--- config.mk ---
export PLATFORM = sky130hd
export DESIGN_NAME = ipv4_udp_header_builder
export DESIGN_NICKNAME = d
export VERILOG_FILES = /design/src/rtl/core/iuhb_pkg.sv /design/src/rtl/core/iuhb_front.sv /design/src/rtl/core/iuhb_fifo.sv /design/src/rtl/core/iuhb_back.sv /design/src/rtl/core/ipv4_udp_header_builder.sv
export SDC_FILE = /design/constraint.sdc
export NUM_CORES = 1
export LEC_CHECK = 0
export BUFFER_PORTS_ARGS = -buffer_cell sky130_fd_sc_hd__clkbuf_2
export CAP_MARGIN = 0
export CORE_UTILIZATION = 42
export CTS_CLUSTER_DIAMETER = 80
export DETAILED_ROUTE_END_ITERATION = 7
export GPL_TIMING_DRIVEN = 0
export PLACE_DENSITY = 0.64
export SYNTH_ARGS = -nofsm -noshare
export SYNTH_HDL_FRONTEND = slang
export SYNTH_SLANG_ARGS = --single-unit
--- constraint.sdc ---
create_clock -name clk -period 12.5 [get_ports clk]
set_input_delay 2.5 -clock clk [delete_from_list [all_inputs] [get_ports clk]]
set_output_delay 2.5 -clock clk [all_outputs]
set_load 0.02 [all_outputs]
--- src/rtl/core/iuhb_pkg.sv ---
`timescale 1ns / 1ps
`default_nettype none

package iuhb_pkg;

	// Item kinds
	localparam logic KIND_HEADER  = 1'b0;
	localparam logic KIND_PAYLOAD = 1'b1;

	// Header layout and fixed field values
	localparam int unsigned HDR_BYTES     = 28;
	localparam int unsigned UDP_HDR_BYTES = 8;
	localparam int unsigned IDX_W         = 5;
	localparam int unsigned SUM_W         = 19;
	localparam logic [7:0]  VER_IHL       = 8'h45;
	localparam logic [7:0]  IP_TTL        = 8'h80;
	localparam logic [7:0]  IP_PROTO_UDP  = 8'd17;
	localparam logic [15:0] FALLBACK_PORT = 16'd6881;
	localparam logic [IDX_W-1:0] LAST_IDX = IDX_W'(HDR_BYTES - 1);

	// Input transfer payload
	typedef struct packed {
		logic        kind;
		logic [31:0] src_addr;
		logic [31:0] dst_addr;
		logic [15:0] src_port;
		logic [15:0] dst_port;
		logic [15:0] payload_length;
		logic [15:0] room_bytes;
		logic [7:0]  payload_byte;
		logic        payload_end;
	} in_item_t;

	// Output transfer payload
	typedef struct packed {
		logic [7:0] out_byte;
		logic       last;
		logic       too_small;
	} out_item_t;

	// Classified command passed from front to back
	typedef struct packed {
		logic             kind;
		logic             too_small;
		logic [31:0]      src_addr;
		logic [31:0]      dst_addr;
		logic [15:0]      src_port;
		logic [15:0]      dst_port;
		logic [15:0]      total_len;
		logic [15:0]      udp_len;
		logic [SUM_W-1:0] raw_sum;
		logic [7:0]       payload_byte;
		logic             payload_end;
	} cmd_t;

endpackage

`default_nettype wire

--- src/rtl/core/iuhb_front.sv ---
`timescale 1ns / 1ps
`default_nettype none

module iuhb_front
	import iuhb_pkg::*;
(
	input  wire in_item_t item,
	output cmd_t          cmd
);

	logic [16:0] frame_len;
	logic [15:0] total_len;

	// Room check on the full 17-bit length
	assign frame_len = {1'b0, item.payload_length} + 17'(HDR_BYTES);
	assign total_len = frame_len[15:0];

	always_comb begin
		cmd.kind         = item.kind;
		cmd.too_small    = (frame_len > {1'b0, item.room_bytes});
		cmd.src_addr     = item.src_addr;
		cmd.dst_addr     = item.dst_addr;
		cmd.src_port     = (item.src_port == 16'd0) ? FALLBACK_PORT : item.src_port;
		cmd.dst_port     = item.dst_port;
		cmd.total_len    = total_len;
		cmd.udp_len      = item.payload_length + 16'(UDP_HDR_BYTES);
		cmd.payload_byte = item.payload_byte;
		cmd.payload_end  = item.payload_end;
		// Unfolded sum of the IPv4 header words, checksum word taken as zero
		cmd.raw_sum      = SUM_W'({VER_IHL, 8'h00}) + SUM_W'({IP_TTL, IP_PROTO_UDP})
			+ SUM_W'(total_len)
			+ SUM_W'(item.src_addr[31:16]) + SUM_W'(item.src_addr[15:0])
			+ SUM_W'(item.dst_addr[31:16]) + SUM_W'(item.dst_addr[15:0]);
	end

endmodule

`default_nettype wire

--- src/rtl/core/iuhb_fifo.sv ---
`timescale 1ns / 1ps
`default_nettype none

module iuhb_fifo
	import iuhb_pkg::*;
#(
	parameter int unsigned DEPTH = 4
) (
	input  wire        clk,
	input  wire        arst_n,
	input  wire        push,
	input  wire cmd_t  push_data,
	output logic       full,
	input  wire        pop,
	output cmd_t       head,
	output logic       empty
);

	localparam int unsigned PTR_W = $clog2(DEPTH);
	localparam int unsigned CNT_W = $clog2(DEPTH + 1);

	cmd_t             mem_q [DEPTH];
	logic [PTR_W-1:0] wr_ptr_q;
	logic [PTR_W-1:0] rd_ptr_q;
	logic [CNT_W-1:0] count_q;
	logic             do_push;
	logic             do_pop;

	assign full    = (count_q == CNT_W'(DEPTH));
	assign empty   = (count_q == '0);
	assign do_push = push && !full;
	assign do_pop  = pop && !empty;
	assign head    = mem_q[rd_ptr_q];

	// Storage
	always_ff @(posedge clk) begin
		if (do_push) begin
			mem_q[wr_ptr_q] <= push_data;
		end
	end

	// Pointers and fill count
	always_ff @(posedge clk or negedge arst_n) begin
		if (!arst_n) begin
			wr_ptr_q <= '0;
			rd_ptr_q <= '0;
			count_q  <= '0;
		end else begin
			if (do_push) begin
				wr_ptr_q <= (wr_ptr_q == PTR_W'(DEPTH - 1)) ? '0 : wr_ptr_q + 1'b1;
			end
			if (do_pop) begin
				rd_ptr_q <= (rd_ptr_q == PTR_W'(DEPTH - 1)) ? '0 : rd_ptr_q + 1'b1;
			end
			if (do_push && !do_pop) begin
				count_q <= count_q + 1'b1;
			end else if (do_pop && !do_push) begin
				count_q <= count_q - 1'b1;
			end
		end
	end

endmodule

`default_nettype wire

--- src/rtl/core/iuhb_back.sv ---
`timescale 1ns / 1ps
`default_nettype none

module iuhb_back
	import iuhb_pkg::*;
(
	input  wire         clk,
	input  wire         arst_n,
	input  wire cmd_t   head,
	input  wire         empty,
	output logic        pop,
	output logic        result_valid,
	input  wire         result_ready,
	output out_item_t   result
);

	// One's-complement fold and invert of the raw header sum
	function automatic logic [15:0] ip_checksum(input logic [SUM_W-1:0] raw);
		logic [16:0] s1;
		logic [16:0] s2;
		s1 = {1'b0, raw[15:0]} + 17'(raw[SUM_W-1:16]);
		s2 = {1'b0, s1[15:0]} + 17'(s1[16]);
		return ~s2[15:0];
	endfunction

	// Header byte at a given position, network byte order
	function automatic logic [7:0] hdr_byte(input cmd_t c, input logic [15:0] chk,
		input logic [IDX_W-1:0] idx);
		logic [7:0] b;
		case (idx)
			5'd0:    b = VER_IHL;
			5'd2:    b = c.total_len[15:8];
			5'd3:    b = c.total_len[7:0];
			5'd8:    b = IP_TTL;
			5'd9:    b = IP_PROTO_UDP;
			5'd10:   b = chk[15:8];
			5'd11:   b = chk[7:0];
			5'd12:   b = c.src_addr[31:24];
			5'd13:   b = c.src_addr[23:16];
			5'd14:   b = c.src_addr[15:8];
			5'd15:   b = c.src_addr[7:0];
			5'd16:   b = c.dst_addr[31:24];
			5'd17:   b = c.dst_addr[23:16];
			5'd18:   b = c.dst_addr[15:8];
			5'd19:   b = c.dst_addr[7:0];
			5'd20:   b = c.src_port[15:8];
			5'd21:   b = c.src_port[7:0];
			5'd22:   b = c.dst_port[15:8];
			5'd23:   b = c.dst_port[7:0];
			5'd24:   b = c.udp_len[15:8];
			5'd25:   b = c.udp_len[7:0];
			default: b = 8'h00;
		endcase
		return b;
	endfunction

	cmd_t             cur_q;
	logic [15:0]      chk_q;
	logic [IDX_W-1:0] idx_q;
	logic             busy_q;
	logic             out_valid_q;
	out_item_t        out_q;

	logic             load;
	logic             start_hdr;
	logic             out_set;
	out_item_t        out_d;
	logic [15:0]      head_chk;

	assign load         = !out_valid_q || result_ready;
	assign head_chk     = ip_checksum(head.raw_sum);
	assign result_valid = out_valid_q;
	assign result       = out_q;

	// Pick the next output byte: header in progress first, then the queue head
	always_comb begin
		pop       = 1'b0;
		start_hdr = 1'b0;
		out_set   = 1'b0;
		out_d     = '0;
		if (load) begin
			if (busy_q) begin
				out_set        = 1'b1;
				out_d.out_byte = hdr_byte(cur_q, chk_q, idx_q);
				out_d.last     = (idx_q == LAST_IDX);
			end else if (!empty) begin
				pop     = 1'b1;
				out_set = 1'b1;
				if (head.kind == KIND_PAYLOAD) begin
					out_d.out_byte = head.payload_byte;
					out_d.last     = head.payload_end;
				end else if (head.too_small) begin
					out_d.last      = 1'b1;
					out_d.too_small = 1'b1;
				end else begin
					start_hdr      = 1'b1;
					out_d.out_byte = VER_IHL;
				end
			end
		end
	end

	// Header context
	always_ff @(posedge clk) begin
		if (start_hdr) begin
			cur_q <= head;
			chk_q <= head_chk;
		end
	end

	// Sequencer and output register
	always_ff @(posedge clk or negedge arst_n) begin
		if (!arst_n) begin
			busy_q      <= 1'b0;
			idx_q       <= '0;
			out_valid_q <= 1'b0;
		end else begin
			if (start_hdr) begin
				busy_q <= 1'b1;
				idx_q  <= IDX_W'(1);
			end else if (load && busy_q) begin
				busy_q <= (idx_q != LAST_IDX);
				idx_q  <= idx_q + 1'b1;
			end
			if (load) begin
				out_valid_q <= out_set;
			end
		end
	end

	always_ff @(posedge clk) begin
		if (load && out_set) begin
			out_q <= out_d;
		end
	end

endmodule

`default_nettype wire

--- src/rtl/core/ipv4_udp_header_builder.sv ---
`timescale 1ns / 1ps
`default_nettype none

// IPv4 + UDP header builder. Each input transfer is either a header request or one
// payload byte. A request that fits its room yields the 28 header bytes (IPv4 with
// TTL 128, protocol UDP, computed header checksum; UDP with zero checksum and port
// 6881 if the source port is zero), last set on the final byte; a request whose
// payload plus 28 exceeds room_bytes yields a single transfer with too_small and
// last set. A payload byte yields one transfer with last copied from payload_end.
// The front classifies and precomputes lengths and the header sum in the accept
// cycle and writes a command queue of QUEUE_DEPTH entries; the back sequencer emits
// one byte per cycle, unless result_ready holds it, through a registered output.
// Payload bytes flow at one per cycle on the same terms; a header occupies the
// output for its 28 bytes while the queue keeps accepting until full.
module ipv4_udp_header_builder
	import iuhb_pkg::*;
#(
	parameter int unsigned QUEUE_DEPTH = 4
) (
	input  wire          clk,
	input  wire          arst_n,
	input  wire          item_valid,
	output logic         item_ready,
	input  wire in_item_t item,
	output logic         result_valid,
	input  wire          result_ready,
	output out_item_t    result
);

	cmd_t cmd;
	cmd_t head;
	logic full;
	logic empty;
	logic pop;

	assign item_ready = !full;

	// Classify the incoming transfer
	iuhb_front u_front (
		.item (item),
		.cmd  (cmd)
	);

	// Command queue between front and back
	iuhb_fifo #(
		.DEPTH (QUEUE_DEPTH)
	) u_fifo (
		.clk       (clk),
		.arst_n    (arst_n),
		.push      (item_valid),
		.push_data (cmd),
		.full      (full),
		.pop       (pop),
		.head      (head),
		.empty     (empty)
	);

	// Byte sequencer
	iuhb_back u_back (
		.clk          (clk),
		.arst_n       (arst_n),
		.head         (head),
		.empty        (empty),
		.pop          (pop),
		.result_valid (result_valid),
		.result_ready (result_ready),
		.result       (result)
	);

endmodule

`default_nettype wire

### Word-level counts from Yosys, hierarchy flattened

Memory sizes are Yosys's and may differ from the RTL's.
Cells that the tools add are included.

* register bits: 168
* memory bits (writable): 632
* input port bits: 142
* output and inout port bits: 12
* logic and storage cells: 105
* memories kept: 1

* $add $sub $neg: 14
* order comparisons: 1
* equality and inequality tests: 25
* muxes and demuxes: 28
* bitwise operators: 2
* reduce and logical (&&, ||, !) cells: 18

Memories
* u_fifo.mem_q: depth 4, width 158, read ports 1, clocked after Yosys merged registers in 0, wr ports 1, RTL line iuhb_fifo.sv:22 `cmd_t mem_q [DEPTH];`

Operators with widths (count)
* $pmux W8 S21: 1
* $add A19 B16 Y19: 4
* $eq A5 B5 Y1 const B: 11
* $eq A5 B4 Y1 const B: 8
* $mux W9: 2
* $add A16 B16 Y17 const A: 1
* $add A16 B3 Y17: 1
* $add A16 B5 Y17 const B: 1
* $gt A17 B16 Y1: 1
* $add A16 B1 Y16: 1
* $add A16 B4 Y16 const B: 1
* $logic_not A16 Y1: 1
* $mux W16: 1
* $not A16 Y16: 1
* $mux W1: 15
* $eq A5 B2 Y1 const B: 2
* $mux W10: 1
* $mux W5: 2
* $mux W7: 1
* $logic_and A1 B1 Y1: 6
* $mux W2: 3
* $mux W3: 2
* $add A5 B1 Y5 const B: 1
* $logic_not A1 Y1: 5
* other kinds (12): 15

### Logic depth before layout (Yosys ltp)

* depth after elaboration: 8
* depth in mapped cells: 22
* mapped depth without buffers: 22

### By module

Synthesis repeated with hierarchy kept, for this count alone.

* cell total of the unflattened synthesis: 1957
* area, all modules: 34674.5 µm²

By module, submodules not included
* iuhb_fifo: instances 1, cells each 863, area an instance 23218.5 µm², sequential area each 19153.4 µm²
* iuhb_back: instances 1, cells each 557, area an instance 7405.9 µm², sequential area each 4799.6 µm²
* iuhb_front: instances 1, cells each 536, area an instance 4046.4 µm², sequential area each 0.0 µm²
* ipv4_udp_header_builder: instances 1, cells each 1, area an instance 3.8 µm², sequential area each 0.0 µm²

### Worst setup path before layout

Ideal clock, no wire load.

* path kind: input port to flip-flop
* start: input port result_ready
* end: register u_back.chk_q[0], enable pin
* setup time: 0.829 ns
* data arrival time: 12.590 ns
* required time: 11.671 ns
* slack: -0.919 ns
* stages on the path: 3
* path buffers: 0
* cell sequence: nand2b_1 > nand2_1 > nor3_1

* longest elaborated chain between the ends: 2

RTL lines
* start: declaration: RTL line ipv4_udp_header_builder.sv:26 `input wire result_ready,`
* $logic_or A1 B1 Y1: RTL line iuhb_back.sv:70 `assign load = !out_valid_q || result_ready;`
* $mux W1: RTL line iuhb_back.sv:81 `if (load) begin`
* via u_back.start_hdr: RTL line iuhb_back.sv:65 `logic start_hdr;`
* end signal: assignment: RTL line iuhb_back.sv:107 `chk_q <= head_chk;`
* end: declaration: RTL line iuhb_back.sv:58 `logic [15:0] chk_q;`

The timed path passes the listed nets, and every way through them passes these cells.
A chain may end at the register's enable or synchronous reset.

==> run_results.csv <==
group,metric,value,unit
synth,yosysSeqAreaShare,72.0,%
global_routing,grt_pass1_wl,120000,µm
finish,final_nets,2245,
timing,slew_violations,0,
power_and_ir_drop,p_sw,2.98,mW
critical_path,critPathSlowestCell,"xor2_1",
timing,setup_viol,0,
run,drv_cap,0,
global_routing,grt_usage,21.5,%
clock_tree,clk_pin_slew_worst_paths,0.06,ns
detailed_routing,wl_per_cell,27.2,µm
hold_path,min_path_type,"reg2reg",
clock_tree,clk_latency,0.63,ns
clock_tree,cts_buffer_depth,3,
synth,synth_ff_type,"edfxtp_1",
synth,ys_warn_count,0,
synth,async_reset_ff_share,1.77,%
finish,syn_to_final_growth,16.0,%
synth,synthCells,1739,
timing,post-route-period-util,69.3,%
detailed_routing,ant_nets,0,
power_and_ir_drop,power_per_cell_area,244,nW/µm²
finish,fill_cells,6401,
synth,synth.top_cells.by_area,"edfxtp_1, mux4_2, fa_1",
timing,min_period,8.66,ns
critical_path,critPathCaptureType,"register",
die,start_util,42.4,%
timing,max-slew-margin-rel,2.30,%
finish,mostFrequentLayoutCell,"edfxtp_1",
critical_path,crit_chain,"clkbuf_2, inv_1, ha_1, xor2_1, o21ai_0, o31ai_1, a21oi_1, xnor2_1, fa_1, fa_1, inv_1, fa_1, inv_1, ha_1, nand3_1, o31ai_1, o211ai_1, o21ai_0, a21oi_1, o21bai_1",
detailed_routing,vias,17400,
die,die_area,79300,µm²
die,core-area,77500,µm²
synth,synth-edff-count,776,
synth,synth.avg_cell_area,18.9,µm²
detailed_routing,vias_per_cell,5.60,
synth,syn_area,32900,µm²
clock_tree,cts_tree,"yes",
global_routing,grt_max_degree,53,
finish,final_cell_mix,"edfxtp_1, mux4_2, clkbuf_2",
timing,rsz0062_at_grt,"no",
finish,ff_latch_area,23700,µm²
finish,drive_gt1_share,23.6,%
timing,worst_slew_pin_slew,1.45,ns
clock_tree,cts_inserted_buffers,82,
detailed_routing,routed_wl,84300,µm
placed_design,io_buffers,151,
power_and_ir_drop,pwr-share-clk,25.7,%
synth,synth_top_area_share,70.9,%
synth,ys_types,71,
die,rows,102,
finish,multi_input_area,8500,µm²
power_and_ir_drop,power,9.29,mW
critical_path,critPathTopFamily,"compound AO/OA/AOI/OAI gates",
synth,synth_area_leader_cell,"edfxtp_1",
clock_tree,post_cts_buffers,0,
critical_path,start_kind,"primary input",
critical_path,worstPathRequired,12.91,ns
detailed_routing,drcViolationCount,0,
power_and_ir_drop,peakVddDrop,0.126,mV
detailed_routing,drtIter0Drc,1802,
power_and_ir_drop,power_frac_seq,42.3,%
critical_path,worstPathMaxFanout,9,
critical_path,critPathArrivalTime,9.08,ns
timing,setup-tns-final,0,ns
die,die_x,282,µm
power_and_ir_drop,p_leak,13.1,nW
die,ios,154,
critical_path,cp_num_buf_inv,4,
critical_path,setup.worst_path.class,"in2reg",
clock_tree,ctsHtreeMaxLevel,3,
placed_design,gp_congestion,0.876,
power_and_ir_drop,intPower,6.31,mW
critical_path,critPathMaxStageDelay,0.64,ns
clock_tree,holdBufCountCts,0,
global_routing,grt_pass1_vias,17300,
timing,skew,0.0226,ns
power_and_ir_drop,power_switching_share,32.1,%
synth,syn-num-nets,1988,
clock_tree,clock-sinks,790,
global_routing,overflow,0,
detailed_routing,firstDrtPassIters,8,
global_routing,antenna_found_initial,18,
clock_tree,cts_resized,0,
timing,finalHoldViolCount,0,
placed_design,dp_hpwl,60000,µm
outcome,run_status,"complete, no violations",
synth,synth-seq-cells,790,
clock_tree,root_buffer,"clkbuf_16",
timing,max_freq,0.115,GHz
die,fp.dieH,282,µm
power_and_ir_drop,pwr-share-comb,32.0,%
## final timing paths
kind | startpoint | end | slack [ns] | depth (start not counted)
setup / recovery | item[27] | u_fifo.mem_q[0][27] | 3.84 | 20
hold / removal | u_fifo.count_q[2] | u_fifo.count_q[2] | 0.54 | 1
setup reg to reg | u_fifo.rd_ptr_q[1] | u_back.chk_q[10] | 5.93 | 17
hold reg to reg | u_fifo.count_q[2] | u_fifo.count_q[2] | 0.54 | 1
max in group asynchronous | arst_n | u_fifo.count_q[0] | 10.39 | 1
min in group asynchronous | arst_n | u_back.busy_q | 1.81 | 1
## power groups by stage
stage               Sequential, mW  Clock, mW  Combinational, mW
global placement              4.12          0               2.82
CTS                           3.93       2.43               3.00
global route                  3.97       2.52               3.20
floorplan                     3.99          0               1.93
detailed placement            3.98          0               2.99
finish                        3.93       2.39               2.97
## cell usage after synthesis (12+ instances only)
library cell	number
a21oi_1	35
a221oi_1	12
a22oi_1	29
and3_1	15
buf_2	16
clkbuf_1	32
dfrtp_1	14
edfxtp_1	776
fa_1	50
ha_1	57
inv_1	129
mux4_2	156
nand2_1	48
nand2b_1	19
nand3_1	18
nand4_1	15
nor2_1	62
nor3_1	20
o21ai_0	18
xnor2_1	48
xor2_1	29
## layout make-up
class / instances / area share (%)
Sequential cell: 790 / 62.0
Multi-Input combinational cell: 763 / 22.3
Buffer: 56 / 0.663
Antenna cell: 3 / 0.0197
Inverter: 130 / 1.28
Tap cell: 1040 / 3.41
Clock buffer: 107 / 5.76
Clock inverter: 39 / 1.10
Timing Repair Buffer: 173 / 3.41
## through the flow
step	cells	util (%)	hold WS [ns]	cell area, µm²	setup slack, ns
after floorplan	1739	-	0.485	32900	3.54
after global placement	2930	45.1	0.511	34900	-0.630
after detailed placement	2952	45.8	0.526	35500	3.23
after CTS	3098	49.2	0.536	38100	3.85
after global routing	3099	49.2	0.574	38100	3.49
final	3101	49.2	0.541	38100	3.84
## logic make-up (layout without fill, tap and decap cells)
| logic type | Yosys count | count (layout) | share of synthesized area, % |
|---|---|---|---|
| DFF | 790 | 790 | 72.0 |
| muxes | 160 | 160 | 10.8 |
| other | 0 | 3 | 0 |
| xor gates and xnor gates | 77 | 77 | 2.05 |
| and+or+nand+nor | 244 | 244 | 3.91 |
| AOI/OAI and AO/OA | 173 | 173 | 3.68 |
| buffers and inverters | 186 | 505 | 2.25 |
| adders and majority gates | 109 | 109 | 5.28 |
## sequential cells by signal, summed over array words and instances, names as in the netlist, 2 cells and up
signal and flops:
u_fifo.count_q 3, u_back.idx_q 5, u_back.cur_q 126, u_fifo.rd_ptr_q 2
u_back.chk_q 16, u_fifo.mem_q 624, u_back.result 10, u_fifo.wr_ptr_q 2
## per-layer routing
layer  up-vias  wire (µm)  part of all wire [%]  global-route usage, %
li1       7421          -                     -                      -
met1      9053      34400                    41                   29.3
met2       721      40500                    48                   34.3
met3       140       6990                   8.3                   5.36
met4        22       2260                   2.7                   6.12
met5         -        141                  0.17                      0
Power figures use the tool's default switching activity.
